`src/rtl/pbdve_pkg.sv`:
```
// Types and constants of the push-button value encoder
`default_nettype none

package pbdve_pkg;

	// Input action codes
	typedef enum logic [1:0] {
		ACT_TICK   = 2'd0,
		ACT_PIN    = 2'd1,
		ACT_REINIT = 2'd2
	} action_t;

	// Edge modes
	localparam logic [1:0] EDGE_PRESS   = 2'd0;
	localparam logic [1:0] EDGE_RELEASE = 2'd1;
	localparam logic [1:0] EDGE_NONE    = 2'd2;
	localparam logic [1:0] EDGE_BOTH    = 2'd3;

	// Configuration register indexes
	localparam int CFG_IDX_W  = 3;
	localparam int CFG_DATA_W = 16;
	localparam logic [CFG_IDX_W-1:0] REG_EDGE_MODE     = 3'd0;
	localparam logic [CFG_IDX_W-1:0] REG_RAMP_DISABLED = 3'd1;
	localparam logic [CFG_IDX_W-1:0] REG_PRESS_VALUE   = 3'd2;
	localparam logic [CFG_IDX_W-1:0] REG_RELEASE_VALUE = 3'd3;
	localparam logic [CFG_IDX_W-1:0] REG_STEP_SIZE     = 3'd4;
	localparam logic [CFG_IDX_W-1:0] REG_LONG_TICKS    = 3'd5;
	localparam logic [CFG_IDX_W-1:0] REG_REPEAT_TICKS  = 3'd6;

	// Configuration reset values
	localparam logic [3:0]  STEP_SIZE_RST   = 4'd1;
	localparam logic [15:0] LONG_TICKS_RST  = 16'd500;
	localparam logic [15:0] REPEAT_TICKS_RST = 16'd100;

	// Ramp limits
	localparam logic signed [9:0] RAMP_FULL = 10'sd255;
	localparam logic signed [9:0] RAMP_ZERO = 10'sd0;
	localparam logic signed [9:0] RAMP_MAX  = 10'sd511;
	localparam logic signed [9:0] RAMP_MIN  = -10'sd512;
	localparam logic [7:0]        FULL_VALUE = 8'd255;
	localparam logic signed [4:0] STEP_RST  = 5'sd1;

	// Shared configuration
	typedef struct packed {
		logic [1:0]  edge_mode;
		logic        ramp_disabled;
		logic [7:0]  press_value;
		logic [7:0]  release_value;
		logic [3:0]  step_size;
		logic [15:0] long_press_ticks;
		logic [15:0] repeat_ticks;
	} cfg_t;

	// Per-channel state except the timer count
	typedef struct packed {
		logic signed [9:0] ramp_value;
		logic signed [4:0] ramp_step;
		logic              first_expiry;
		logic              timer_running;
		logic [7:0]        last_sent;
	} chan_state_t;

	// One result item without its channel
	typedef struct packed {
		logic       send_valid;
		logic [7:0] object_value;
		logic       store_request;
		logic [7:0] store_value;
	} result_t;

endpackage

`default_nettype wire

```
`src/rtl/push_button_dim_value_encoder_core.sv`:
```
// Top level of the push-button value encoder with long-press ramp
`default_nettype none

// Push-button value encoder for up to CHANNELS buttons that share one
// configuration. Each item (tick, pin change or reinit) gives exactly one
// result. Items are taken one per clock cycle back to back while results
// drain; a result passes the input register, then the result register. The
// per-channel state sits in flip-flops and is read, updated and written
// back in the cycle the item leaves the input register, so items
// for the same channel in consecutive cycles see each other's updates. A
// stalled result register holds the input register, and ready falls only
// when both are full. Configuration writes take effect on the next edge and
// are meant to happen while no item is in flight.
module push_button_dim_value_encoder_core #(
	parameter int CHANNELS   = 8,
	parameter int TIMER_BITS = 16
) (
	input  logic                                clk,
	input  logic                                arst_n,
	input  logic                                cfg_we,
	input  logic [pbdve_pkg::CFG_IDX_W-1:0]     cfg_index,
	input  logic [pbdve_pkg::CFG_DATA_W-1:0]    cfg_data,
	input  logic                                item_valid,
	output logic                                item_ready,
	input  logic [2:0]                          chan,
	input  logic [1:0]                          action,
	input  logic                                level,
	output logic                                result_valid,
	input  logic                                result_ready,
	output logic [2:0]                          chan_out,
	output logic                                send_valid,
	output logic [7:0]                          object_value,
	output logic                                store_request,
	output logic [7:0]                          store_value
);

	localparam int CH_W = (CHANNELS > 1) ? $clog2(CHANNELS) : 1;

	pbdve_pkg::cfg_t        cfg_q;
	pbdve_pkg::chan_state_t st_q [CHANNELS];
	logic [TIMER_BITS-1:0]  left_q [CHANNELS];

	logic                   valid_s1;
	logic [2:0]             chan_s1;
	pbdve_pkg::action_t     action_s1;
	logic                   level_s1;

	logic                   result_valid_q;
	logic [2:0]             chan_out_q;
	pbdve_pkg::result_t     res_q;

	logic                   adv;
	logic                   chan_hit;
	logic [5:0]             chan_ext;
	logic [CH_W-1:0]        idx;
	pbdve_pkg::chan_state_t st_d;
	logic [TIMER_BITS-1:0]  left_d;
	pbdve_pkg::result_t     res_d;

	// Configuration registers
	always_ff @(posedge clk or negedge arst_n) begin
		if (!arst_n) begin
			cfg_q.edge_mode        <= pbdve_pkg::EDGE_PRESS;
			cfg_q.ramp_disabled    <= 1'b0;
			cfg_q.press_value      <= 8'd0;
			cfg_q.release_value    <= 8'd0;
			cfg_q.step_size        <= pbdve_pkg::STEP_SIZE_RST;
			cfg_q.long_press_ticks <= pbdve_pkg::LONG_TICKS_RST;
			cfg_q.repeat_ticks     <= pbdve_pkg::REPEAT_TICKS_RST;
		end else if (cfg_we) begin
			case (cfg_index)
				pbdve_pkg::REG_EDGE_MODE:     cfg_q.edge_mode        <= cfg_data[1:0];
				pbdve_pkg::REG_RAMP_DISABLED: cfg_q.ramp_disabled    <= cfg_data[0];
				pbdve_pkg::REG_PRESS_VALUE:   cfg_q.press_value      <= cfg_data[7:0];
				pbdve_pkg::REG_RELEASE_VALUE: cfg_q.release_value    <= cfg_data[7:0];
				pbdve_pkg::REG_STEP_SIZE:     cfg_q.step_size        <= cfg_data[3:0];
				pbdve_pkg::REG_LONG_TICKS:    cfg_q.long_press_ticks <= cfg_data;
				pbdve_pkg::REG_REPEAT_TICKS:  cfg_q.repeat_ticks     <= cfg_data;
				default: begin
				end
			endcase
		end
	end

	// Handshake: advance when the result register is free or drains
	assign adv        = valid_s1 && (!result_valid_q || result_ready);
	assign item_ready = !valid_s1 || adv;

	// Input register
	always_ff @(posedge clk or negedge arst_n) begin
		if (!arst_n) begin
			valid_s1 <= 1'b0;
		end else if (item_ready) begin
			valid_s1 <= item_valid;
		end
	end

	always_ff @(posedge clk) begin
		if (item_valid && item_ready) begin
			chan_s1   <= chan;
			action_s1 <= pbdve_pkg::action_t'(action);
			level_s1  <= level;
		end
	end

	// Channel select
	assign chan_ext = {3'b000, chan_s1};
	assign chan_hit = {29'b0, chan_s1} < 32'(CHANNELS);
	assign idx      = chan_ext[CH_W-1:0];

	pbdve_chan_calc #(
		.TIMER_BITS (TIMER_BITS)
	) u_calc (
		.cfg    (cfg_q),
		.action (action_s1),
		.level  (level_s1),
		.st     (st_q[idx]),
		.left   (left_q[idx]),
		.st_d   (st_d),
		.left_d (left_d),
		.res    (res_d)
	);

	// Write back the channel state on transfer to the result register
	always_ff @(posedge clk or negedge arst_n) begin
		if (!arst_n) begin
			for (int i = 0; i < CHANNELS; i++) begin
				st_q[i].ramp_value    <= pbdve_pkg::RAMP_ZERO;
				st_q[i].ramp_step     <= pbdve_pkg::STEP_RST;
				st_q[i].first_expiry  <= 1'b0;
				st_q[i].timer_running <= 1'b0;
				st_q[i].last_sent     <= 8'd0;
				left_q[i]             <= '0;
			end
		end else if (adv && chan_hit) begin
			st_q[idx]   <= st_d;
			left_q[idx] <= left_d;
		end
	end

	// Result register
	always_ff @(posedge clk or negedge arst_n) begin
		if (!arst_n) begin
			result_valid_q <= 1'b0;
		end else if (adv) begin
			result_valid_q <= 1'b1;
		end else if (result_ready) begin
			result_valid_q <= 1'b0;
		end
	end

	always_ff @(posedge clk) begin
		if (adv) begin
			chan_out_q <= chan_s1;
			res_q      <= chan_hit ? res_d : '0;
		end
	end

	assign result_valid  = result_valid_q;
	assign chan_out      = chan_out_q;
	assign send_valid    = res_q.send_valid;
	assign object_value  = res_q.object_value;
	assign store_request = res_q.store_request;
	assign store_value   = res_q.store_value;

endmodule

`default_nettype wire

```
`src/rtl/pbdve_chan_calc.sv`:
```
// Next-state and result logic for one channel and one item
`default_nettype none

module pbdve_chan_calc #(
	parameter int TIMER_BITS = 16
) (
	input  pbdve_pkg::cfg_t        cfg,
	input  pbdve_pkg::action_t     action,
	input  logic                   level,
	input  pbdve_pkg::chan_state_t st,
	input  logic [TIMER_BITS-1:0]  left,
	output pbdve_pkg::chan_state_t st_d,
	output logic [TIMER_BITS-1:0]  left_d,
	output pbdve_pkg::result_t     res
);

	logic                  ramping;
	logic signed [4:0]     step_eff;
	logic signed [10:0]    sum;
	logic signed [9:0]     ramp_sat;
	logic [31:0]           long_ext;
	logic [31:0]           rep_ext;
	logic [TIMER_BITS-1:0] long_sat;
	logic [TIMER_BITS-1:0] rep_sat;
	logic                  expire;

	// Clamp the timer lengths to the counter width
	always_comb begin
		long_ext = {16'b0, cfg.long_press_ticks};
		rep_ext  = {16'b0, cfg.repeat_ticks};
		if ((long_ext >> TIMER_BITS) != 32'd0) begin
			long_sat = '1;
		end else begin
			long_sat = long_ext[TIMER_BITS-1:0];
		end
		if ((rep_ext >> TIMER_BITS) != 32'd0) begin
			rep_sat = '1;
		end else begin
			rep_sat = rep_ext[TIMER_BITS-1:0];
		end
	end

	// Ramp step and saturating sum
	always_comb begin
		step_eff = st.first_expiry ? -st.ramp_step : st.ramp_step;
		sum = {st.ramp_value[9], st.ramp_value} + {{6{step_eff[4]}}, step_eff};
		if (sum[10] != sum[9]) begin
			ramp_sat = sum[10] ? pbdve_pkg::RAMP_MIN : pbdve_pkg::RAMP_MAX;
		end else begin
			ramp_sat = sum[9:0];
		end
	end

	assign ramping = (cfg.edge_mode != pbdve_pkg::EDGE_BOTH) && !cfg.ramp_disabled;
	assign expire  = left <= {{(TIMER_BITS-1){1'b0}}, 1'b1};

	// Decode the action and update the channel
	always_comb begin
		st_d   = st;
		left_d = left;
		res    = '0;
		case (action)
			pbdve_pkg::ACT_TICK: begin
				if (st.timer_running) begin
					if (expire) begin
						st_d.timer_running = 1'b0;
						left_d             = '0;
						st_d.first_expiry  = 1'b0;
						st_d.ramp_step     = step_eff;
						st_d.ramp_value    = ramp_sat;
						res.send_valid     = 1'b1;
						if (ramp_sat >= pbdve_pkg::RAMP_FULL) begin
							res.object_value = pbdve_pkg::FULL_VALUE;
						end else if (ramp_sat <= pbdve_pkg::RAMP_ZERO) begin
							res.object_value = 8'd0;
						end else begin
							res.object_value   = ramp_sat[7:0];
							st_d.timer_running = 1'b1;
							left_d             = rep_sat;
						end
					end else begin
						left_d = left - {{(TIMER_BITS-1){1'b0}}, 1'b1};
					end
				end
			end
			pbdve_pkg::ACT_PIN: begin
				// Release with ramping on stops the ramp and asks to store the last value
				if (!level && ramping) begin
					st_d.timer_running = 1'b0;
					left_d             = '0;
					res.store_request  = 1'b1;
					res.store_value    = st.last_sent;
				end
				if (level && (cfg.edge_mode == pbdve_pkg::EDGE_PRESS ||
						cfg.edge_mode == pbdve_pkg::EDGE_BOTH)) begin
					res.send_valid   = 1'b1;
					res.object_value = cfg.press_value;
				end else if (!level && (cfg.edge_mode == pbdve_pkg::EDGE_RELEASE ||
						cfg.edge_mode == pbdve_pkg::EDGE_BOTH)) begin
					res.send_valid   = 1'b1;
					res.object_value = (cfg.edge_mode == pbdve_pkg::EDGE_RELEASE) ?
						cfg.press_value : cfg.release_value;
				end
				// Press with ramping on arms the long-press timer
				if (level && ramping) begin
					st_d.timer_running = 1'b1;
					left_d             = long_sat;
					st_d.first_expiry  = 1'b1;
				end
			end
			pbdve_pkg::ACT_REINIT: begin
				st_d.ramp_value = {2'b00, cfg.press_value};
				st_d.ramp_step  = {1'b0, cfg.step_size};
				st_d.last_sent  = 8'd0;
			end
			default: begin
			end
		endcase
		if (res.send_valid) begin
			st_d.last_sent = res.object_value;
		end
	end

endmodule

`default_nettype wire

```
`config.mk`:
```
export PLATFORM = sky130hd
export DESIGN_NAME = push_button_dim_value_encoder_core
export DESIGN_NICKNAME = d
export VERILOG_FILES = /design/src/rtl/pbdve_pkg.sv /design/src/rtl/push_button_dim_value_encoder_core.sv /design/src/rtl/pbdve_chan_calc.sv
export SDC_FILE = /design/constraint.sdc
export NUM_CORES = 1
export LEC_CHECK = 0
export ABC_AREA = 1
export BUFFER_PORTS_ARGS = -buffer_cell sky130_fd_sc_hd__buf_4
export CAP_MARGIN = 25
export CELL_PAD_IN_SITES_DETAIL_PLACEMENT = 1
export CELL_PAD_IN_SITES_GLOBAL_PLACEMENT = 2
export CORE_AREA = 2 2 225 227
export CTS_CLUSTER_DIAMETER = 30
export CTS_CLUSTER_SIZE = 16
export DETAILED_ROUTE_END_ITERATION = 8
export DIE_AREA = 0 0 227 229
export GPL_TIMING_DRIVEN = 1
export PLACE_DENSITY = 0.95
export SKIP_LAST_GASP = 1
export SYNTH_ARGS = -nofsm -noshare
export SYNTH_HDL_FRONTEND = slang
export SYNTH_SLANG_ARGS = --single-unit
```
`constraint.sdc`:
```
create_clock -name clk -period 12.7 [get_ports clk]
set_clock_uncertainty 0.1 [all_clocks]
set_input_delay 3.175 -clock clk [delete_from_list [all_inputs] [get_ports clk]]
set_output_delay 3.175 -clock clk [all_outputs]
set_load 0.1 [all_outputs]
```
==> results.json, run 1 <==
{
  "p_seq_frac": 0.302,
  "worst_slack_ns": 5.596,
  "internal_power_mw": 4.370,
  "swShare": 0.3816,
  "ys_seq_elements": 412,
  "cts_setup_buffers": 0,
  "synth_area_leaders": "dfrtp_1, nand2_1, o21ai_0",
  "dp_cells": 3144,
  "leakagePower_nw": 12.45,
  "clockBufferDepth": 3,
  "ir_drop_v": 0.0001090,
  "outcome": "complete, no violations",
  "clk_latency_ns": 0.64,
  "pwr-share-clk": 0.374,
  "fin_hold_ws_ns": 0.3752,
  "viasPerCell": 5.677,
  "timing.final.crit_share": 0.5594,
  "fin_tns_setup_ns": 0,
  "grt_pass1_vias": 20750,
  "worstPathArrival_ns": 7.57,
  "nFillCells": 5956,
  "relSlewSlack": 0.2626,
  "diodes": 0,
  "antenna_left": 0,
  "drv_cap": 0,
  "ys_async_sr_fraction": 0.9345,
  "final-setup-viol-count": 0,
  "dpl_cell_area_um2": 21090,
  "fin_nets": 2623,
  "drt_iter0_markers": 1405,
  "worst_setup_path_start_kind": "flop",
  "tightest_slew_ns": 1.105,
  "hold_path.class": "reg -> reg",
  "clkTransAtPathRegs_ns": 0.05,
  "critPathRequiredTime_ns": 13.16,
  "cellPowerDensity_nw_per_um2": 285.5,
  "antenna_found_initial": 0,
  "cts_max_level": 3,
  "drive_gt1_frac": 0.1390,
  "rsz0062_at_grt": "false",
  "grt_usage": 0.3031,
  "final_area_um2": 24760,
  "critPathSlowestCell": "inv_1",
  "start_util": 0.4045,
  "yosysSeqAreaShare": 0.5212,
  "place_congestion": 0.8734,
  "dp_hpwl_um": 44070,
  "netlist_instances": 2507,
  "drc": 0,
  "grt_overflow": 0,
  "syn_avg_cell_area_um2": 8.011,
  "cpMostUsedCell": "nand2_1",
  "via_count": 18970,
  "pin_count": 53,
  "hold_viol_final": 0,
  "clock_sinks": 412,
  "portBuffers": 52,
  "synth_area_um2": 20080,
  "min_period_ns": 7.104,
  "synth-edff-count": 27,
  "area_growth_pct": 23.26,
  "synth_top_area_frac": 0.4573,
  "fmax_mhz": 140.8,
  "wire_per_inst_um": 23.16,
  "pwr-share-comb": 0.324,
  "final_core_util": 0.4985,
  "hold_buffers": 0,
  "dr.pass1.iters": 6,
  "ys.flop_type": "dfrtp_1",
  "cp_max_fo": 17,
  "cts-resized-gates": 0,
  "tritoncts": "yes",
  "switchingPower_mw": 2.697,
  "pre_cts_slack_ns": 5.712,
  "cts-root-buf": "clkbuf_16",
  "slew_viol_final": 0,
  "yosysUniqueCellTypes": 53,
  "cp_slowest_stage_delay_ns": 0.72,
  "final_cell_mix": "nand2_1, dfrtp_1, inv_1",
  "final_common_cell": "nand2_1",
  "die_area_um2": 51980,
  "cp-end-kind": "flop",
  "core_area_um2": 49660,
  "row_count": 82,
  "grt_max_degree": 94,
  "wirelength_um": 77410,
  "finalPower_mw": 7.067,
  "crit_type": "reg -> reg",
  "grt_pass1_wl_um": 120000,
  "die_w_um": 227,
  "die_h_um": 229,
  "stdcell_count": 3342,
  "synth.largest_area_cell": "dfrtp_1",
  "ys_warn_count": 0,
  "syn_nets": 2549,
  "cts_buffers": 102
}
## state kept, by name, summed over array words and instances, names as in the netlist, 2 cells and up
| name | cells |
|---|---|
| st_q | 200 |
| left_q | 128 |
| cfg_q | 55 |
| object_value | 8 |
| store_value | 8 |
| chan_out | 3 |
| chan_s1 | 3 |
| action_s1 | 2 |
## Yosys cell counts (2+ instances only)
library cell	n
buf_1	9
o21bai_1	4
a22o_1	29
a31oi_1	14
nor2_2	2
o211ai_1	11
dfstp_2	18
buf_6	4
a221oi_2	4
xnor2_1	5
a221oi_1	38
xor2_1	9
buf_2	12
a21oi_1	25
dfrtp_1	367
o31ai_1	2
ha_1	11
nand2_1	1102
clkinv_1	3
o22ai_1	31
nor3_1	8
nand3_1	32
o221ai_1	9
inv_1	197
buf_4	6
o21ai_0	184
clkbuf_1	81
nand3_2	11
edfxtp_1	27
nand4_2	2
nor3_2	2
inv_2	14
nand2_4	12
o21ai_1	17
a21o_1	2
a22oi_1	36
nand4_1	31
nor2_1	94
o21ai_2	2
nand2_2	27
## worst max-delay path, delay by kind of cell (launching register included)
| kind | cells | cell delay [ns] |
|---|---|---|
| flip-flops | 1 | 0.61 |
| AND/OR/NAND/NOR | 22 | 3.26 |
| buffers and inverters | 4 | 1.50 |
| AO/OA/AOI/OAI | 4 | 0.74 |
| adder cells (fa/ha/maj) | 2 | 0.77 |
## kinds of logic after synthesis
family / count (synthesis) / synth area share
AO/OA/AOI/OAI: 417 / 0.1323
XOR/XNOR: 14 / 0.006105
adder cells (fa/ha/maj): 12 / 0.007849
buffers and inverters: 327 / 0.06473
flip-flops: 412 / 0.5212
AND/OR/NAND/NOR: 1325 / 0.2678
## cell type report
cell class                 count  area [µm²]  area share
multi-input combinational   1768        8382      0.3386
clock inverter                60       680.7     0.02750
clock buffer                 133        2872      0.1160
timing repair buffer          82       700.7     0.02830
inverter                     215       812.0     0.03280
sequential                   412       10470      0.4228
tap                          672       840.8     0.03397
## worst paths after layout
check	start	end	slack (ns)	depth (start not counted)
worst max-delay path	chan_s1[1]	left_q[32]	5.60	32
worst min-delay path	left_q[77]	left_q[77]	0.38	2
worst max register to register	chan_s1[1]	left_q[32]	5.60	32
worst min register to register	left_q[77]	left_q[77]	0.38	2
max in group asynchronous	arst_n	left_q[114]	8.54	2
min in group asynchronous	arst_n	st_q[37]	2.46	1
## per-layer routing
metal	global-route usage	vias to the layer above	wire length [µm]
li1	-	8307	-
met1	0.3562	9657	29710
met2	0.5176	710	38210
met3	0.05491	298	4911
met4	0.1752	0	4576
met5	0	-	0
## power by group through the flow
stage,registers [mW],clock network [mW],logic [mW]
detailed placement,2.13,0,2.22
floorplan,2.11,0,1.58
finish,2.13,2.64,2.29
global route,2.18,2.74,2.56
global placement,2.10,0,2.12
CTS,2.13,2.67,2.27
Note: power is estimated with default switching activity, not from simulation.
==> run 2, diff against run 1 <==
Settings changed: CORE_AREA 2 2 225 227 to 2 2 233 235, DIE_AREA 0 0 227 229 to 0 0 235 237, PLACE_DENSITY 0.95 to 0.91.
Clock period 12.7 ns to 7.4 ns, I/O delays scaled along.
==> results.json, run 2 (synthesized netlist as in run 1, its figures left out) <==
{
  "grt_overflow": 0,
  "area_growth_pct": 24.11,
  "dp_hpwl_um": 45440,
  "via_count": 18740,
  "multi_input_area_um2": 8382,
  "cts_max_level": 3,
  "worst_setup_path_start_kind": "flop",
  "cpMostUsedCell": "nand2_1",
  "largest_reg_flops": 200,
  "diodes": 0,
  "start_util": 0.3769,
  "r2r_cells": 31,
  "switchingPower_mw": 4.582,
  "nFillCells": 6215,
  "hold_buffers": 0,
  "viasPerCell": 5.568,
  "drive_gt1_frac": 0.1439,
  "final_common_cell": "nand2_1",
  "fin_hold_ws_ns": 0.3729,
  "p_seq_frac": 0.299,
  "grt_usage": 0.2773,
  "worst_slack_ns": 1.354,
  "top_register": "st_q",
  "worstPathArrival_ns": 6.50,
  "cts-root-buf": "clkbuf_16",
  "dr.pass1.iters": 5,
  "portBuffers": 52,
  "fmax_mhz": 165.4,
  "die_w_um": 235,
  "reg2reg_slack_ns": 1.35,
  "critPathSlowestCell": "fa_1",
  "die_h_um": 237,
  "fin_tns_setup_ns": 0,
  "antenna_left": 0,
  "reg2reg_to": "left_q[95]",
  "grt_max_degree": 159,
  "place_congestion": 0.8961,
  "fin_nets": 2628,
  "slew_viol_final": 0,
  "drv_cap": 0,
  "internal_power_mw": 7.638,
  "whs_endpoint": "left_q[92]",
  "pwr-share-clk": 0.381,
  "min_from": "left_q[92]",
  "pin_count": 53,
  "core_area_um2": 53280,
  "cellPowerDensity_nw_per_um2": 490.3,
  "die_area_um2": 55700,
  "grt_pass1_wl_um": 119300,
  "relSlewSlack": 0.2722,
  "outcome": "complete, no violations",
  "cts-resized-gates": 0,
  "critPathRequiredTime_ns": 7.86,
  "cp_max_fo": 25,
  "wirelength_um": 77190,
  "tritoncts": "yes",
  "swShare": 0.3749,
  "min_period_ns": 6.046,
  "timing.final.crit_share": 0.8170,
  "pwr-share-comb": 0.320,
  "clock_sinks": 412,
  "grt_pass1_vias": 20320,
  "hold_viol_final": 0,
  "hold_path.class": "reg -> reg",
  "rsz0062_at_grt": "false",
  "pre_cts_slack_ns": 1.483,
  "drc": 0,
  "wire_per_inst_um": 22.94,
  "drt_iter0_markers": 1189,
  "crit_type": "reg -> reg",
  "clockBufferDepth": 3,
  "r2r-start": "chan_s1[0]",
  "antenna_found_initial": 0,
  "largestRegisters": "st_q: 200 flops, left_q: 128 flops, cfg_q: 55 flops",
  "cts_buffers": 100,
  "final_cell_mix": "nand2_1, dfrtp_1, inv_1",
  "leakagePower_nw": 12.53,
  "row_count": 85,
  "cts_setup_buffers": 0,
  "clk_latency_ns": 0.63,
  "ir_drop_v": 0.0001981,
  "clkTransAtPathRegs_ns": 0.04,
  "cp-end-kind": "flop",
  "final-setup-viol-count": 0,
  "holdPathStages": 2,
  "cp_slowest_stage_delay_ns": 0.45,
  "tightest_slew_ns": 1.090,
  "ff_latch_area_um2": 10470
}
[run 2: how the worst max path moves through the flow]
stage / cells after the start / endpoint / from
final: 31 / left_q[95] / chan_s1[0]
after CTS: 31 / left_q[95] / chan_s1[0]
after global routing: 31 / left_q[33] / chan_s1[0]
after floorplan: 36 / left_q[114] / chan_s1[1]
after global placement: 31 / left_q[49] / chan_s1[1]
after detailed placement: 31 / left_q[79] / chan_s1[0]
[run 2: per-stage QoR]
| stage | power [mW] | cells | instance area [µm²] | utilization |
|---|---|---|---|---|
| final | 12.22 | 3365 | 24930 | 0.4678 |
| after global routing | 12.96 | 3365 | 24930 | 0.4678 |
| after CTS | 12.22 | 3361 | 24820 | 0.4659 |
| after detailed placement | 7.471 | 3176 | 21200 | 0.3979 |
| after global placement | 7.310 | 3175 | 21180 | 0.3976 |
| after floorplan | 6.341 | 2507 | 20080 | - |
[run 2: final cells by class]
cell class              instances  share of cell area
flip-flops and latches        412              0.4199
clock inverters                53             0.02831
multi-input cells            1768              0.3363
clock buffers                 132              0.1170
repair buffers                 89             0.03102
inverters                     215             0.03258
well taps                     696             0.03494
[run 2: power by group through the flow]
stage	clock network (mW)	logic (mW)	registers (mW)
after floorplan	0	2.71	3.63
after global placement	0	3.71	3.60
after detailed placement	0	3.82	3.65
after CTS	4.70	3.88	3.64
after global routing	4.82	4.40	3.74
final	4.66	3.91	3.65
[run 2: metal layers]
metal | vias to the layer above | global-route usage | routed length, µm
met2 | 671 | 0.4872 | 38380
li1 | 8294 | - | -
met1 | 9546 | 0.3279 | 30740
met3 | 224 | 0.05129 | 4534
met5 | - | 0 | 0
met4 | 0 | 0.1302 | 3537
[run 2: worst max-delay path: cells and delay by family (launching register included)]
kind	cells	cell delay, ns
flip-flops	1	0.33
AO/OA/AOI/OAI	4	0.91
adder cells (fa/ha/maj)	2	0.69
buffers and inverters	4	0.98
AND/OR/NAND/NOR	21	2.95
==> run 3, diff against run 2 <==
Settings changed: CORE_AREA 2 2 233 235 to 2 2 247 249, DIE_AREA 0 0 235 237 to 0 0 249 251, PLACE_DENSITY 0.91 to 0.86.
Clock period 7.4 ns to 5.3 ns, I/O delays scaled along.
==> results.json, run 3 (synthesized netlist as in run 1, its figures left out) <==
{
  "finalPower_mw": 18.25,
  "start_util": 0.3359,
  "drv_cap": 0,
  "pwr-share-clk": 0.387,
  "leakagePower_nw": 12.91,
  "row_count": 90,
  "worstPathArrival_ns": 5.48,
  "hold_path.class": "reg -> reg",
  "final_common_cell": "nand2_1",
  "switchingPower_mw": 6.888,
  "cpMostUsedCell": "nand2_1",
  "outcome": "complete, no violations",
  "internal_power_mw": 11.36,
  "cts-root-buf": "clkbuf_16",
  "top_register": "st_q",
  "drive_gt1_frac": 0.1668,
  "cellPowerDensity_nw_per_um2": 705.0,
  "timing.final.crit_share": 0.9480,
  "grt_usage": 0.2590,
  "core_area_um2": 59790,
  "fin_nets": 2682,
  "drc": 0,
  "diodes": 0,
  "swShare": 0.3774,
  "cts_buffers": 105,
  "hold_viol_final": 0,
  "critPathRequiredTime_ns": 5.75,
  "die_w_um": 249,
  "fmax_mhz": 199.0,
  "ir_drop_v": 0.0003128,
  "cp_max_fo": 10,
  "worst_setup_path_start_kind": "flop",
  "drt_iter0_markers": 1348,
  "antenna_found_initial": 0,
  "area_growth_pct": 28.88,
  "p_seq_frac": 0.281,
  "multi_input_area_um2": 8489,
  "antenna_left": 0,
  "crit_type": "reg -> reg",
  "largest_reg_flops": 200,
  "grt_overflow": 0,
  "clk_latency_ns": 0.67,
  "r2r_cells": 35,
  "ff_latch_area_um2": 10470,
  "clkTransAtPathRegs_ns": 0.04,
  "grt_max_degree": 115,
  "final_cell_mix": "nand2_1, dfrtp_1, inv_1",
  "slew_viol_final": 0,
  "grt_pass1_vias": 20700,
  "dp_hpwl_um": 48170,
  "place_congestion": 0.9187,
  "final-setup-viol-count": 0,
  "wire_per_inst_um": 22.91,
  "wirelength_um": 80540,
  "min_period_ns": 5.024,
  "tritoncts": "yes",
  "critPathSlowestCell": "edfxtp_1",
  "die_area_um2": 62500,
  "largestRegisters": "st_q: 200 flops, left_q: 128 flops, cfg_q: 55 flops",
  "viasPerCell": 5.372,
  "holdPathStages": 2,
  "worst_slack_ns": 0.2757,
  "die_h_um": 251,
  "cp_slowest_stage_delay_ns": 0.49,
  "clock_sinks": 412,
  "fin_hold_ws_ns": 0.3749,
  "relSlewSlack": 0.2704,
  "portBuffers": 52,
  "tightest_slew_ns": 1.094,
  "pwr-share-comb": 0.332,
  "clockBufferDepth": 3,
  "pre_cts_slack_ns": 0.1750,
  "final_core_util": 0.4329,
  "dr.pass1.iters": 5,
  "pin_count": 53,
  "grt_pass1_wl_um": 124100,
  "via_count": 18880,
  "cp-end-kind": "flop",
  "nFillCells": 6978,
  "cts_max_level": 3
}
[run 3: metal layers]
layer  track usage  part of all wire  up-vias
met5             0                 0        -
met3       0.04442             0.051      216
met1        0.3148              0.41     9653
li1              -                 -     8419
met2        0.4518              0.50      595
met4        0.1138             0.043        0
[run 3: final cells by class]
cell class	count	share of cell area
Clock buffer	128	0.1111
Clock inverter	72	0.04172
Inverter	215	0.03142
Multi-Input combinational cell	1768	0.3280
Sequential cell	412	0.4044
Tap cell	782	0.03780
Timing Repair Buffer	138	0.04558
[run 3: power groups by stage]
stage | Combinational [mW] | Sequential [mW] | Clock (mW)
floorplan | 3.79 | 5.07 | 0
global placement | 5.61 | 5.04 | 0
detailed placement | 5.80 | 5.12 | 0
CTS | 5.91 | 5.11 | 7.12
global route | 6.74 | 5.24 | 7.31
finish | 6.07 | 5.13 | 7.05
[run 3: repair_timing]
item | in CTS | in global routing
setup endpoints to repair | 11 | 254
setup buffers | 1 | 2
gates resized for setup | 1 | 28
pin swaps | 0 | 9
hold buffers | 0 | 0
[run 3: stage by stage]
step                      TNS [ns]  std cells  instance area, µm²
after CTS                        0       3510               25720
after detailed placement         0       3309               21750
after floorplan                  0       2507               20080
after global routing        -1.127       3515               25880
after global placement           0       3307               21700
final                            0       3515               25880
[run 3: worst max-delay path, delay by kind of cell, from the launching register on]
| family | cells | cell delay, ns |
|---|---|---|
| and+or+nand+nor | 25 | 2.41 |
| buffers and inverters | 4 | 0.48 |
| adders and majority gates | 2 | 0.66 |
| DFF | 1 | 0.49 |
| AOI/OAI and AO/OA | 4 | 0.78 |
[run 3: final timing paths]
| check | start | end | slack, ns |
|---|---|---|---|
| max in group asynchronous | arst_n | cfg_q[23] | 3.37 |
| worst max register to register | chan_s1[2] | left_q[20] | 0.28 |
| worst min register to register | left_q[124] | left_q[124] | 0.37 |
| min in group asynchronous | arst_n | result_valid | 0.64 |
| worst min-delay path | left_q[124] | left_q[124] | 0.37 |
| worst max-delay path | chan_s1[2] | left_q[20] | 0.28 |
